File: src/urpc_pkg.sv
// ----------------------------------------------------------------------------
// urpc_pkg
// Shared types and constants for the ultrasonic ranging / motor PWM controller.
// ----------------------------------------------------------------------------
`default_nettype none

package urpc_pkg;

  // default widths of the echo counter and of the pwm duty / counter
  localparam int ECHO_COUNT_BITS_DEF = 16;
  localparam int DUTY_BITS_DEF       = 12;

  localparam int CFG_IDX_W  = 3;
  localparam int CFG_DATA_W = 16;
  localparam int DIST_W     = 17;
  localparam int TICK_W     = 16;

  // configuration register indexes
  localparam logic [CFG_IDX_W-1:0] CFG_TRIGGER_WIDTH = 3'd0;
  localparam logic [CFG_IDX_W-1:0] CFG_GUARD_WAIT    = 3'd1;
  localparam logic [CFG_IDX_W-1:0] CFG_SCALE_Q16     = 3'd2;
  localparam logic [CFG_IDX_W-1:0] CFG_MIN_CM        = 3'd3;
  localparam logic [CFG_IDX_W-1:0] CFG_MAX_CM        = 3'd4;
  localparam logic [CFG_IDX_W-1:0] CFG_PWM_TOP       = 3'd5;

  // configuration reset values
  localparam logic [9:0]  TRIGGER_WIDTH_RST = 10'd10;
  localparam logic [15:0] GUARD_WAIT_RST    = 16'd1000;
  localparam logic [15:0] SCALE_Q16_RST     = 16'd2228;
  localparam logic [8:0]  MIN_CM_RST        = 9'd2;
  localparam logic [8:0]  MAX_CM_RST        = 9'd400;
  localparam logic [11:0] PWM_TOP_RST       = 12'd2399;

  // distance thresholds in q8 cm
  localparam logic [DIST_W-1:0] NEAR_Q8 = 17'd12800;  // 50 cm
  localparam logic [DIST_W-1:0] MID_Q8  = 17'd25600;  // 100 cm
  localparam logic [DIST_W-1:0] FAR_Q8  = 17'd51200;  // 200 cm

  // duty values, cut down to the duty width where used
  localparam logic [15:0] DUTY_NEAR = 16'd99;
  localparam logic [15:0] DUTY_MID  = 16'd399;
  localparam logic [15:0] DUTY_FAR  = 16'd1399;
  localparam logic [15:0] DUTY_OUT  = 16'd2399;

  typedef enum logic [2:0] {
    PH_TRIG_LOW1 = 3'd0,
    PH_TRIG_HIGH = 3'd1,
    PH_TRIG_LOW2 = 3'd2,
    PH_WAIT_ECHO = 3'd3,
    PH_COUNT     = 3'd4,
    PH_GUARD     = 3'd5
  } phase_t;

  // sequencer status toward the rest of the block
  typedef struct packed {
    logic trig;    // trigger drive for this tick
    logic finish;  // measurement completes on this tick
  } seq_stat_t;

  // distance unit result
  typedef struct packed {
    logic [DIST_W-1:0] distance_q8;
    logic              near;
  } dist_res_t;

endpackage

`default_nettype wire

File: src/ultrasonic_range_pwm_controller_unit.sv
// ----------------------------------------------------------------------------
// ultrasonic_range_pwm_controller_unit
// Echo pulse ranging with trigger generation, distance scaling and clamping,
// distance-driven motor PWM and near / far LEDs.
//
//   channel  dir  handshake           payload
//   in_      in   in_valid/in_ready   echo_level, stop_edge (one tick each)
//   out_     out  out_valid/out_ready trigger_out, pwm_out, red_led,
//                                     green_led, distance_valid, distance_q8
//   cfg_     in   cfg_we              cfg_index, cfg_wdata
//
// One tick per cycle sustained while out_ready keeps the result slot draining.
// The input register feeds one pass of sequencer, 16-bit multiplier, clamp and
// duty select into the result register and the state registers.
// A tick leaves the input register only when the result slot is free or
// being taken, so a stalled out_ready holds back at most one further tick.
// Synchronous active-low reset; valid flags, sequencer, PWM state and configuration return to defaults.
// ----------------------------------------------------------------------------
`default_nettype none

module ultrasonic_range_pwm_controller_unit #(
  parameter int ECHO_COUNT_BITS = urpc_pkg::ECHO_COUNT_BITS_DEF,
  parameter int DUTY_BITS       = urpc_pkg::DUTY_BITS_DEF
) (
  input  wire logic                                clk,
  input  wire logic                                rst_n,
  input  wire logic                                in_valid,
  output logic                                     in_ready,
  input  wire logic                                in_echo_level,
  input  wire logic                                in_stop_edge,
  output logic                                     out_valid,
  input  wire logic                                out_ready,
  output logic                                     out_trigger_out,
  output logic                                     out_pwm_out,
  output logic                                     out_red_led,
  output logic                                     out_green_led,
  output logic                                     out_distance_valid,
  output logic [urpc_pkg::DIST_W-1:0]              out_distance_q8,
  input  wire logic                                cfg_we,
  input  wire logic [urpc_pkg::CFG_IDX_W-1:0]      cfg_index,
  input  wire logic [urpc_pkg::CFG_DATA_W-1:0]     cfg_wdata
);

  logic [9:0]   trigger_width_r;
  logic [15:0]  guard_wait_r;
  logic [15:0]  scale_q16_r;
  logic [8:0]   min_cm_r;
  logic [8:0]   max_cm_r;
  logic [11:0]  pwm_top_r;

  logic         s1_valid_r, s1_valid_nxt;
  logic         s1_echo_r;
  logic         s1_stop_r;
  logic         out_valid_r, out_valid_nxt;
  logic         out_trig_r;
  logic         out_pwm_r;
  logic         out_dvalid_r;
  logic         adv;
  logic         in_take;

  urpc_pkg::seq_stat_t            seq_stat;
  urpc_pkg::dist_res_t            dist_res;
  logic [ECHO_COUNT_BITS-1:0]     echo_ticks;
  logic [DUTY_BITS-1:0]           dist_duty;
  logic                           pwm;
  logic                           near;
  logic [urpc_pkg::DIST_W-1:0]    distance_q8;

  // configuration registers
  always_ff @(posedge clk) begin
    if (!rst_n) begin
      trigger_width_r <= urpc_pkg::TRIGGER_WIDTH_RST;
      guard_wait_r    <= urpc_pkg::GUARD_WAIT_RST;
      scale_q16_r     <= urpc_pkg::SCALE_Q16_RST;
      min_cm_r        <= urpc_pkg::MIN_CM_RST;
      max_cm_r        <= urpc_pkg::MAX_CM_RST;
      pwm_top_r       <= urpc_pkg::PWM_TOP_RST;
    end else if (cfg_we) begin
      unique case (cfg_index)
        urpc_pkg::CFG_TRIGGER_WIDTH: trigger_width_r <= cfg_wdata[9:0];
        urpc_pkg::CFG_GUARD_WAIT:    guard_wait_r    <= cfg_wdata;
        urpc_pkg::CFG_SCALE_Q16:     scale_q16_r     <= cfg_wdata;
        urpc_pkg::CFG_MIN_CM:        min_cm_r        <= cfg_wdata[8:0];
        urpc_pkg::CFG_MAX_CM:        max_cm_r        <= cfg_wdata[8:0];
        urpc_pkg::CFG_PWM_TOP:       pwm_top_r       <= cfg_wdata[11:0];
        default: ;
      endcase
    end
  end

  // handshake: a tick advances when the result slot is empty or draining
  always_comb begin
    adv           = s1_valid_r && (!out_valid_r || out_ready);
    in_ready      = !s1_valid_r || adv;
    in_take       = in_valid && in_ready;
    s1_valid_nxt  = in_take || (s1_valid_r && !adv);
    out_valid_nxt = adv || (out_valid_r && !out_ready);
  end

  always_ff @(posedge clk) begin
    if (!rst_n) begin
      s1_valid_r  <= 1'b0;
      out_valid_r <= 1'b0;
    end else begin
      s1_valid_r  <= s1_valid_nxt;
      out_valid_r <= out_valid_nxt;
    end
  end

  always_ff @(posedge clk) begin
    if (in_take) begin
      s1_echo_r <= in_echo_level;
      s1_stop_r <= in_stop_edge;
    end
    if (adv) begin
      out_trig_r   <= seq_stat.trig;
      out_pwm_r    <= pwm;
      out_dvalid_r <= seq_stat.finish;
    end
  end

  urpc_seq #(
    .ECHO_COUNT_BITS (ECHO_COUNT_BITS)
  ) u_seq (
    .clk           (clk),
    .rst_n         (rst_n),
    .adv           (adv),
    .echo          (s1_echo_r),
    .trigger_width (trigger_width_r),
    .guard_wait    (guard_wait_r),
    .stat          (seq_stat),
    .echo_ticks    (echo_ticks)
  );

  urpc_dist #(
    .ECHO_COUNT_BITS (ECHO_COUNT_BITS),
    .DUTY_BITS       (DUTY_BITS)
  ) u_dist (
    .echo_ticks (echo_ticks),
    .scale_q16  (scale_q16_r),
    .min_cm     (min_cm_r),
    .max_cm     (max_cm_r),
    .res        (dist_res),
    .duty       (dist_duty)
  );

  urpc_pwm #(
    .DUTY_BITS (DUTY_BITS)
  ) u_pwm (
    .clk         (clk),
    .rst_n       (rst_n),
    .adv         (adv),
    .finish      (seq_stat.finish),
    .stop        (s1_stop_r),
    .pwm_top     (pwm_top_r),
    .meas        (dist_res),
    .dist_duty   (dist_duty),
    .pwm         (pwm),
    .near        (near),
    .distance_q8 (distance_q8)
  );

  // led and distance come straight from state that only moves on advance
  assign out_valid          = out_valid_r;
  assign out_trigger_out    = out_trig_r;
  assign out_pwm_out        = out_pwm_r;
  assign out_red_led        = near;
  assign out_green_led      = !near;
  assign out_distance_valid = out_dvalid_r;
  assign out_distance_q8    = distance_q8;

  a_adv_fills_out: assert property (@(posedge clk) disable iff (!rst_n)
    adv |=> out_valid_r)
    else $error("advanced transaction did not reach the result register");

  a_stall_holds_state: assert property (@(posedge clk) disable iff (!rst_n)
    (out_valid_r && !out_ready) |=> $stable(out_distance_q8) && $stable(out_red_led))
    else $error("held result changed while stalled");

  a_no_overrun: assert property (@(posedge clk) disable iff (!rst_n)
    (s1_valid_r && out_valid_r && !out_ready) |=> s1_valid_r)
    else $error("pending input transaction lost during stall");

endmodule

`default_nettype wire

File: src/urpc_seq.sv
// ----------------------------------------------------------------------------
// urpc_seq
// Trigger / echo / guard phase sequencer with the echo pulse counter.
// ----------------------------------------------------------------------------
`default_nettype none

module urpc_seq #(
  parameter int ECHO_COUNT_BITS = urpc_pkg::ECHO_COUNT_BITS_DEF
) (
  input  wire logic                       clk,
  input  wire logic                       rst_n,
  input  wire logic                       adv,
  input  wire logic                       echo,
  input  wire logic [9:0]                 trigger_width,
  input  wire logic [15:0]                guard_wait,
  output urpc_pkg::seq_stat_t             stat,
  output logic [ECHO_COUNT_BITS-1:0]      echo_ticks
);

  urpc_pkg::phase_t                phase_r, phase_nxt;
  logic [urpc_pkg::TICK_W-1:0]     ticks_r, ticks_nxt;
  logic [ECHO_COUNT_BITS-1:0]      echo_ticks_r, echo_ticks_nxt;
  logic [urpc_pkg::TICK_W-1:0]     limit;
  logic [urpc_pkg::TICK_W-1:0]     lim;
  logic                            done;

  // limit of the current timed phase, zero counts as one tick
  always_comb begin
    limit = (phase_r == urpc_pkg::PH_GUARD) ? guard_wait : {6'b0, trigger_width};
    lim   = (limit == '0) ? 16'd1 : limit;
    done  = ({1'b0, ticks_r} + 17'd1) >= {1'b0, lim};
  end

  always_ff @(posedge clk) begin
    if (!rst_n) begin
      phase_r      <= urpc_pkg::PH_TRIG_LOW1;
      ticks_r      <= '0;
      echo_ticks_r <= '0;
    end else if (adv) begin
      phase_r      <= phase_nxt;
      ticks_r      <= ticks_nxt;
      echo_ticks_r <= echo_ticks_nxt;
    end
  end

  always_comb begin
    phase_nxt      = phase_r;
    ticks_nxt      = ticks_r;
    echo_ticks_nxt = echo_ticks_r;
    stat.trig      = (phase_r == urpc_pkg::PH_TRIG_HIGH);
    stat.finish    = 1'b0;
    unique case (phase_r)
      urpc_pkg::PH_TRIG_LOW1,
      urpc_pkg::PH_TRIG_HIGH,
      urpc_pkg::PH_TRIG_LOW2: begin
        if (done) begin
          ticks_nxt = '0;
          unique case (phase_r)
            urpc_pkg::PH_TRIG_LOW1: phase_nxt = urpc_pkg::PH_TRIG_HIGH;
            urpc_pkg::PH_TRIG_HIGH: phase_nxt = urpc_pkg::PH_TRIG_LOW2;
            default:                phase_nxt = urpc_pkg::PH_WAIT_ECHO;
          endcase
        end else begin
          ticks_nxt = ticks_r + 16'd1;
        end
      end
      urpc_pkg::PH_WAIT_ECHO: begin
        if (echo) begin
          echo_ticks_nxt = ECHO_COUNT_BITS'(1);
          phase_nxt      = urpc_pkg::PH_COUNT;
        end
      end
      urpc_pkg::PH_COUNT: begin
        if (echo) begin
          // saturate on very long echoes
          if (!(&echo_ticks_r)) echo_ticks_nxt = echo_ticks_r + ECHO_COUNT_BITS'(1);
        end else begin
          stat.finish = 1'b1;
          phase_nxt   = urpc_pkg::PH_GUARD;
          ticks_nxt   = '0;
        end
      end
      urpc_pkg::PH_GUARD: begin
        if (done) begin
          phase_nxt = urpc_pkg::PH_TRIG_LOW1;
          ticks_nxt = '0;
        end else begin
          ticks_nxt = ticks_r + 16'd1;
        end
      end
      default: begin
        phase_nxt = urpc_pkg::PH_TRIG_LOW1;
        ticks_nxt = '0;
      end
    endcase
  end

  assign echo_ticks = echo_ticks_r;

  a_count_nonzero: assert property (@(posedge clk) disable iff (!rst_n)
    (phase_r == urpc_pkg::PH_COUNT) |-> (echo_ticks_r != '0))
    else $error("echo counter is zero while counting");

  a_finish_to_guard: assert property (@(posedge clk) disable iff (!rst_n)
    (adv && stat.finish) |=> (phase_r == urpc_pkg::PH_GUARD) && (ticks_r == '0))
    else $error("finished measurement did not enter guard");

endmodule

`default_nettype wire

File: src/urpc_dist.sv
// ----------------------------------------------------------------------------
// urpc_dist
// Scales the echo count to q8 cm, clamps it and picks the duty and LED flag.
// ----------------------------------------------------------------------------
`default_nettype none

module urpc_dist #(
  parameter int ECHO_COUNT_BITS = urpc_pkg::ECHO_COUNT_BITS_DEF,
  parameter int DUTY_BITS       = urpc_pkg::DUTY_BITS_DEF
) (
  input  wire logic [ECHO_COUNT_BITS-1:0] echo_ticks,
  input  wire logic [15:0]                scale_q16,
  input  wire logic [8:0]                 min_cm,
  input  wire logic [8:0]                 max_cm,
  output urpc_pkg::dist_res_t             res,
  output logic [DUTY_BITS-1:0]            duty
);

  localparam int PROD_W = ECHO_COUNT_BITS + 16;
  localparam int RAW_W  = PROD_W - 8;

  logic [PROD_W-1:0] prod;
  logic [RAW_W-1:0]  raw;
  logic [RAW_W-1:0]  hi;
  logic [RAW_W-1:0]  lo;
  logic [RAW_W-1:0]  lim_hi;
  logic [RAW_W-1:0]  lim_lo;
  logic [15:0]       duty_sel;

  always_comb begin
    prod   = PROD_W'(echo_ticks) * PROD_W'(scale_q16);
    raw    = prod[PROD_W-1:8];
    hi     = RAW_W'({max_cm, 8'b0});
    lo     = RAW_W'({min_cm, 8'b0});
    // upper bound first, so a crossed pair ends at the lower bound
    lim_hi = (raw >= hi) ? hi : raw;
    lim_lo = (lim_hi <= lo) ? lo : lim_hi;
    res.distance_q8 = lim_lo[urpc_pkg::DIST_W-1:0];
    res.near        = (res.distance_q8 <= urpc_pkg::NEAR_Q8);
    priority if (res.distance_q8 <= urpc_pkg::NEAR_Q8) duty_sel = urpc_pkg::DUTY_NEAR;
    else if (res.distance_q8 <= urpc_pkg::MID_Q8)      duty_sel = urpc_pkg::DUTY_MID;
    else if (res.distance_q8 <= urpc_pkg::FAR_Q8)      duty_sel = urpc_pkg::DUTY_FAR;
    else                                               duty_sel = urpc_pkg::DUTY_OUT;
    duty = DUTY_BITS'(duty_sel);
  end

endmodule

`default_nettype wire

File: src/urpc_pwm.sv
// ----------------------------------------------------------------------------
// urpc_pwm
// Motor PWM counter and duty, held distance and proximity flag.
// ----------------------------------------------------------------------------
`default_nettype none

module urpc_pwm #(
  parameter int DUTY_BITS = urpc_pkg::DUTY_BITS_DEF
) (
  input  wire logic                        clk,
  input  wire logic                        rst_n,
  input  wire logic                        adv,
  input  wire logic                        finish,
  input  wire logic                        stop,
  input  wire logic [11:0]                 pwm_top,
  input  wire urpc_pkg::dist_res_t         meas,
  input  wire logic [DUTY_BITS-1:0]        dist_duty,
  output logic                             pwm,
  output logic                             near,
  output logic [urpc_pkg::DIST_W-1:0]      distance_q8
);

  logic [DUTY_BITS-1:0]          count_r, count_nxt;
  logic [DUTY_BITS-1:0]          duty_r, duty_nxt;
  logic                          near_r;
  logic [urpc_pkg::DIST_W-1:0]   dist_r;
  logic [DUTY_BITS+11:0]         top_ext;
  logic [DUTY_BITS-1:0]          top;

  always_comb begin
    top_ext   = (DUTY_BITS + 12)'(pwm_top);
    top       = top_ext[DUTY_BITS-1:0];
    count_nxt = (count_r >= top) ? '0 : count_r + DUTY_BITS'(1);
    duty_nxt  = finish ? dist_duty : duty_r;
    // stop wins over a measurement on the same tick
    if (stop) duty_nxt = '0;
    pwm = (count_r < duty_r);
  end

  always_ff @(posedge clk) begin
    if (!rst_n) begin
      count_r <= '0;
      duty_r  <= '0;
      near_r  <= 1'b0;
      dist_r  <= '0;
    end else if (adv) begin
      count_r <= count_nxt;
      duty_r  <= duty_nxt;
      if (finish) begin
        near_r <= meas.near;
        dist_r <= meas.distance_q8;
      end
    end
  end

  assign near        = near_r;
  assign distance_q8 = dist_r;

endmodule

`default_nettype wire

File: config.mk
export PLATFORM = sky130hd
export DESIGN_NAME = ultrasonic_range_pwm_controller_unit
export DESIGN_NICKNAME = d
export VERILOG_FILES = /design/src/urpc_pkg.sv /design/src/ultrasonic_range_pwm_controller_unit.sv /design/src/urpc_seq.sv /design/src/urpc_dist.sv /design/src/urpc_pwm.sv
export SDC_FILE = /design/constraint.sdc
export NUM_CORES = 1
export LEC_CHECK = 0
export BUFFER_PORTS_ARGS = -buffer_cell sky130_fd_sc_hd__clkbuf_2
export CAP_MARGIN = 20
export CORE_ASPECT_RATIO = 1.5
export CORE_MARGIN = 8
export CORE_UTILIZATION = 60
export CTS_BUF_LIST = sky130_fd_sc_hd__clkbuf_4
export DETAILED_ROUTE_END_ITERATION = 10
export GPL_TIMING_DRIVEN = 0
export MAX_ROUTING_LAYER = met4
export PLACE_DENSITY = 0.76
export SLEW_MARGIN = 20
export SYNTH_ARGS = -nofsm -noshare
export SYNTH_HDL_FRONTEND = slang
export SYNTH_SLANG_ARGS = --single-unit
File: constraint.sdc
create_clock -name clk -period 9.6 [get_ports clk]
set_clock_uncertainty 0.1 [all_clocks]
set_input_delay 0.48 -clock clk [delete_from_list [all_inputs] [get_ports clk]]
set_output_delay 0.48 -clock clk [all_outputs]
set_load 0.005 [all_outputs]
==> results of run 1 <==
[Yosys cell counts, types with 11 or more instances]
cell type | n | area (µm²)
mux2i_1 | 16 | 160
a22oi_1 | 13 | 97.6
xor2_1 | 28 | 245
o21ai_0 | 49 | 245
nand4_1 | 25 | 156
a21o_1 | 24 | 180
inv_1 | 284 | 1070
o21a_1 | 14 | 105
a211oi_1 | 11 | 82.6
dfxtp_1 | 148 | 2960
o211ai_1 | 18 | 135
nor3_1 | 13 | 65.1
ha_1 | 160 | 2000
fa_1 | 193 | 3860
nand3_1 | 56 | 280
and2_1 | 128 | 801
nor2_1 | 69 | 259
clkbuf_1 | 101 | 379
nor2b_1 | 35 | 219
a21oi_1 | 64 | 320
xnor2_1 | 27 | 236
nand2_1 | 361 | 1360
a21boi_0 | 60 | 450
and3_1 | 23 | 144
[cells by family (layout without fill, tap and decap cells)]
family / count (synthesis) / in the layout / share of synthesized area
DFF: 153 / 153 / 0.182
xor gates and xnor gates: 55 / 55 / 0.0281
and+or+nand+nor: 770 / 770 / 0.219
other: 0 / 1 / 0
buffers and inverters: 391 / 582 / 0.0862
muxes: 23 / 23 / 0.0144
adders and majority gates: 353 / 353 / 0.343
AOI/OAI and AO/OA: 320 / 320 / 0.128
[stage by stage]
stage	setup TNS [ns]	power [W]	std cells
finish	-9.04	0.00126	2603
global route	-19.74	0.00130	2603
CTS	-6.24	0.00125	2568
detailed placement	-39.11	0.000772	2457
global placement	-40.08	0.000770	2457
floorplan	0	0.000729	2065
[metal layers]
layer | GRT usage | part of all wire | up-vias
met5 | - | 0 | -
met4 | 0.233 | 0.077 | 0
met3 | 0.0408 | 0.057 | 277
met2 | 0.577 | 0.52 | 666
met1 | 0.321 | 0.34 | 7652
li1 | - | - | 7073
[critical path: cells and delay by family, from the launching register on]
kind	cells	cell delay (ns)
multiplexers	1	0.32
XOR/XNOR	1	0.19
adder cells (fa/ha/maj)	9	3.40
AND/OR/NAND/NOR	11	2.04
buffers and inverters	12	1.43
flip-flops	1	0.36
AO/OA/AOI/OAI	16	2.24
[registers in the layout, indices dropped and copies added, names as in the netlist, 3 cells and up]
signal / flops
u_pwm.distance_q8: 17
u_pwm.count_r: 12
pwm_top_r: 12
trigger_width_r: 10
u_pwm.duty_r: 9
u_seq.phase_r: 3
u_seq.echo_ticks: 16
max_cm_r: 9
u_seq.ticks_r: 16
min_cm_r: 9
guard_wait_r: 16
scale_q16_r: 16
[placed cells by master, fill, tap and decap left out, types with 24 or more instances in the layout]
cell type / netlist / routed
and2_1: 128 / 121
nand4_1: 25 / 25
nor2b_1: 35 / 34
nand3_1: 56 / 54
inv_1: 284 / 266
a21boi_0: 60 / 60
a21oi_1: 64 / 36
clkbuf_1: 101 / 48
buf_4: 1 / 111
nand2_1: 361 / 349
xor2_1: 28 / 24
dfxtp_1: 148 / 118
clkbuf_2: 0 / 47
clkbuf_4: 0 / 27
a21o_1: 24 / 24
ha_1: 160 / 140
o21ai_0: 49 / 28
nor2_1: 69 / 58
fa_1: 193 / 182
[what timing repair did]
action,in CTS,in global routing
endpoints found under the hold margin,2,0
gates cloned,1,0
gates resized for setup,273,98
buffers inserted,84,38
pin swaps,100,103
hold buffers,2,0
setup endpoints to repair,26,26
[worst paths after layout]
check / startpoint / end / slack (ns)
min: in_valid / s1_valid_r / 0.04
min reg2reg: pwm_top_r[5] / pwm_top_r[5] / 0.38
max: u_seq.echo_ticks[5] / u_pwm.duty_r[3] / -0.64
max reg2reg: u_seq.echo_ticks[5] / u_pwm.duty_r[3] / -0.64
[final cells by class]
type,instances,area share
antenna,1,0.000121
sequential,153,0.154
buffer,96,0.0420
inverter,284,0.0516
clock inverter,14,0.0106
timing repair buffer,170,0.0597
multi-input combinational,1521,0.654
clock buffer,18,0.00652
tap,346,0.0209
[power by group through the flow]
stage	sequential, W	combinational, W	clock [W]
finish	0.000656	0.000115	0.000486
global route	0.000657	0.000124	0.000516
CTS	0.000657	0.000108	0.000489
detailed placement	0.000676	0.0000960	0
global placement	0.000676	0.0000940	0
floorplan	0.000670	0.0000597	0
==> qor.yml, run 1 <==
status: "finished with violations"
violations: "setup timing"
layout_setup_ws_ns: -0.642
die_x_um: 154
grt_pass1_wl_um: 85200
area.growth.synth_to_final_pct: 21.1
io_pins: 50
final_area_mm2: 0.0207
via_per_inst: 6.02
numCtsBuffers: 17
multi_input_area_mm2: 0.0136
relSlewSlack: 0.412
p_seq_frac: 0.522
die_area_mm2: 0.0343
synth_edf_count: 5
layout.nets: 2622
power_frac_clock: 0.387
power.density_mw_per_mm2: 60.6
utilization: 0.739
dp_hpwl_um: 40100
portBuffers: 46
final-seq-area_mm2: 0.00320
synth_nets: 2444
drc_errors: 0
ys_ff_latch: 153
slowest_delay_ns: 0.55
fmax_mhz: 97.6
path_common_cell: "fa_1"
wl_per_cell_um: 20.9
drive_gt1_frac: 0.207
finalCritPeriodShare: 1.07
critPathSlowestCell: "fa_1"
tightest_slew_ns: 0.859
initial_core_util: 0.610
first_pass_iters: 7
drt_iter0_markers: 1032
criticalPathCategory: "register to register"
synth_flop_cell: "dfxtp_1"
insertion_delay_ns: 0.59
synthArstFlopShare: 0
ir_drop_mv: 0.180
gp_congestion: 0.976
core-area_mm2: 0.0281
dp_slack_ns: -1.82
hp-class: "input port to register"
synth_warnings: 0
clk_pin_slew_ns: 0.14
finalSetupViolCount: 20
seq_area_frac_synth: 0.182
swShare: 0.264
required_ns: 10.00
start_kind: "register"
holdWs_ns: 0.0414
grt_pass1_vias: 16600
cts_tree: "built"
final_max_slew_viol_count: 0
hold_viol: 0
cts_root_buffer: "clkbuf_4"
track_usage: 0.324
power.internal_w: 0.000926
num_vias: 15700
avgSynthCellArea_um2: 8.29
cts_sinks: 153
cts_buffer_depth: 2
cap_viol_max_count: 0
synth_cell_types: 81
drt-total-wl_um: 54500
power_frac_comb: 0.092
placed_area_mm2: 0.0181
postSynthCellCount: 2065
crit_fanout: 7
grt_max_degree: 17
syn_area_mm2: 0.0171
rr_worst_depth: 50
holdPathStages: 3
htree_levels: 4
rsz0062_at_grt: "yes"
final.min_clock_period_ns: 10.24
netSwitchingPower_w: 0.000332
antenna_found_initial: 2
crit_path_end_kind: "register"
fillCellCount: 2095
die_y_um: 223
row_count: 75
grt-ovfl-total: 0
leakagePower_nw: 9.65
ant_nets: 0
crit_arrival_ns: 10.64
Note: power is estimated with default switching activity, not from simulation.
==> inputs of run 2 (changes only) <==
--- a/config.mk
+++ b/config.mk
@@ -15,7 +15,9 @@
 export GPL_TIMING_DRIVEN = 0
 export MAX_ROUTING_LAYER = met4
 export PLACE_DENSITY = 0.76
+export SETUP_SLACK_MARGIN = 0.5
 export SLEW_MARGIN = 20
 export SYNTH_ARGS = -nofsm -noshare
 export SYNTH_HDL_FRONTEND = slang
 export SYNTH_SLANG_ARGS = --single-unit
+export TNS_END_PERCENT = 10
==> constraint.sdc (replaced) <==
create_clock -name clk -period 9 [get_ports clk]
set_clock_uncertainty 0.1 [all_clocks]
set_input_delay 0.45 -clock clk [delete_from_list [all_inputs] [get_ports clk]]
set_output_delay 0.45 -clock clk [all_outputs]
set_load 0.005 [all_outputs]
==> run 2 against run 1 <==
Compared with the run above: the run still ends with setup timing left; global-route usage is 0.35 points lower; flip-flop and latch count is the same; clock-buffer cell count down 1; worst hold slack gained 0.0015 ns; critical endpoint unchanged.
==> qor.yml, run 2 (synthesis results as in run 1) <==
top_register: "u_pwm.distance_q8"  # unchanged
cts_root_buffer: "clkbuf_4"  # unchanged
start_kind: "register"  # unchanged
cts_sinks: 153  # unchanged
cts_tree: "built"  # unchanged
die_x_um: 154  # unchanged
relSlewSlack: 0.274  # was 0.412
insertion_delay_ns: 0.59  # about the same
row_count: 75  # unchanged
largest_reg_flops: 17  # unchanged
drt_iter0_markers: 1082  # was 1032
grt_pass1_vias: 16400  # was 16600
holdWs_ns: 0.0429  # was 0.0414 ns
layout_setup_ws_ns: -1.32  # was -0.642 ns
cts_buffer_depth: 2  # unchanged
die_area_mm2: 0.0343  # unchanged
grt_max_degree: 17  # unchanged
numCtsBuffers: 17  # unchanged
holdPathStages: 3  # unchanged
slowest_delay_ns: 0.62  # was 0.55 ns
initial_core_util: 0.610  # unchanged
crit_path_end_kind: "register"  # unchanged
ir_drop_mv: 0.148  # was 0.180 mV
io_pins: 50  # unchanged
tightest_slew_ns: 1.09  # was 0.859 ns
crit_fanout: 10  # was 7
power.density_mw_per_mm2: 62.4  # was 60.6 mW/mm²
hold_viol: 0  # unchanged
via_per_inst: 5.93  # was 6.02
grt_busiest_layer: "met2"  # unchanged
core-area_mm2: 0.0281  # unchanged
utilization: 0.731  # was 0.739
final_common_cell: "nand2_1"  # unchanged
placed_area_mm2: 0.0184  # was 0.0181 mm²
finalCritPeriodShare: 1.15  # was 1.07
grtUsageMet1: 0.312  # was 0.321
drive_gt1_frac: 0.190  # was 0.207
required_ns: 9.39  # was 10.00 ns
finalSetupViolCount: 26  # was 20
final_cells: 2591  # was 2603
rsz0062_at_grt: "yes"  # unchanged
cap_viol_max_count: 0  # unchanged
final.min_clock_period_ns: 10.32  # was 10.24 ns
violations: "setup timing"  # unchanged
htree_levels: 4  # unchanged
mostFrequentLayoutCells: "nand2_1, inv_1, fa_1"  # unchanged
fin_total_pwr_w: 0.00128  # was 0.00126 W
dp_cells: 2457  # unchanged
path_common_cell: "fa_1"  # unchanged
drt-total-wl_um: 53100  # was 54500 µm
criticalPathCategory: "register to register"  # unchanged
antenna_found_initial: 3  # was 2
layout.nets: 2608  # was 2622
leakagePower_nw: 9.57  # was 9.65 nW
grt_pass1_wl_um: 83800  # was 85200 µm
grt-ovfl-total: 0  # unchanged
portBuffers: 46  # unchanged
ant_nets: 0  # unchanged
fmax_mhz: 96.9  # was 97.6 MHz
hp-class: "input port to register"  # unchanged
drc_errors: 0  # unchanged
grt_use_met3: 0.0462  # was 0.0408
final_max_slew_viol_count: 0  # unchanged
dp_hpwl_um: 40400  # was 40100 µm
gp_congestion: 0.963  # was 0.976
track_usage: 0.320  # was 0.324
status: "finished with violations"  # unchanged
rr_worst_depth: 44  # was 50
crit_arrival_ns: 10.72  # was 10.64 ns
area.growth.synth_to_final_pct: 19.9  # was 21.1%
fillCellCount: 2192  # was 2095
clk_pin_slew_ns: 0.15  # was 0.14 ns
die_y_um: 223  # unchanged
wl_per_cell_um: 20.5  # was 20.9 µm
first_pass_iters: 5  # was 7
num_vias: 15400  # was 15700
use_met2: 0.569  # was 0.577
critPathSlowestCell: "fa_1"  # unchanged
final_area_mm2: 0.0205  # was 0.0207 mm²
run 2: changes by cell type in the layout (fill, tap and decap cells not counted), sizes merged:
cell	delta
diode	+2
buf	-17
bufinv	-2
dlygate4sd3	+4
inv	+3
clkbuf	-2
run 2: what timing repair did:
action,CTS,global route
cloned,0,3
hold endpoints to repair,4,3
buffers inserted,64,26
pin swaps,72,86
gates resized for setup,148,102
hold buffers,4,2
setup endpoints to repair,26,26
run 2: routing by layer:
| layer | share of wire | routed length [µm] | vias up |
|---|---|---|---|
| met1 | 0.35 | 18800 | 7482 |
| met3 | 0.051 | 2700 | 239 |
| li1 | - | - | 7057 |
| met4 | 0.080 | 4250 | 0 |
| met2 | 0.51 | 27300 | 599 |
| met5 | 0 | 0 | - |
run 2: power breakdown:
| group | switching (W) | internal, W | total [W] |
|---|---|---|---|
| logic | 0.0000753 | 0.0000443 | 0.000120 |
| registers | 0.0000125 | 0.000689 | 0.000702 |
| clock network | 0.000265 | 0.000194 | 0.000459 |
| total | 0.000353 | 0.000928 | 0.00128 |
run 2: critical path: cells and delay by family (launching register included):
kind                       cells  cell delay, ns
muxes                          1            0.32
buffers and inverters          8            1.01
and+or+nand+nor               11            1.94
adders and majority gates      9            4.01
xor gates and xnor gates       1            0.12
AOI/OAI and AO/OA             14            2.33
DFF                            1            0.36
run 2: cell type report:
| type | instances | area (µm²) | area share |
|---|---|---|---|
| Clock inverter | 15 | 171 | 0.00835 |
| Sequential cell | 153 | 3180 | 0.155 |
| Inverter | 284 | 1070 | 0.0522 |
| Buffer | 107 | 1040 | 0.0507 |
| Clock buffer | 17 | 128 | 0.00622 |
| Multi-Input combinational cell | 1521 | 13400 | 0.652 |
| Antenna cell | 3 | 7.51 | 0.000366 |
| Tap cell | 346 | 433 | 0.0211 |
| Timing Repair Buffer | 145 | 1100 | 0.0537 |
run 2: per-stage QoR:
step	TNS (ns)	setup slack, ns
CTS	-22.29	-1.12
finish	-27.62	-1.32
floorplan	-5.99	-0.454
detailed placement	-45.93	-2.07
global route	-35.99	-1.62
global placement	-44.28	-2.01
run 2: final timing paths:
path / start / end / slack [ns]
worst max-delay path: u_seq.echo_ticks[4] / u_pwm.duty_r[3] / -1.32
worst min-delay path: cfg_wdata[15] / scale_q16_r[15] / 0.04
worst max register to register: u_seq.echo_ticks[4] / u_pwm.duty_r[3] / -1.32
worst min register to register: u_pwm.duty_r[4] / u_pwm.duty_r[4] / 0.37
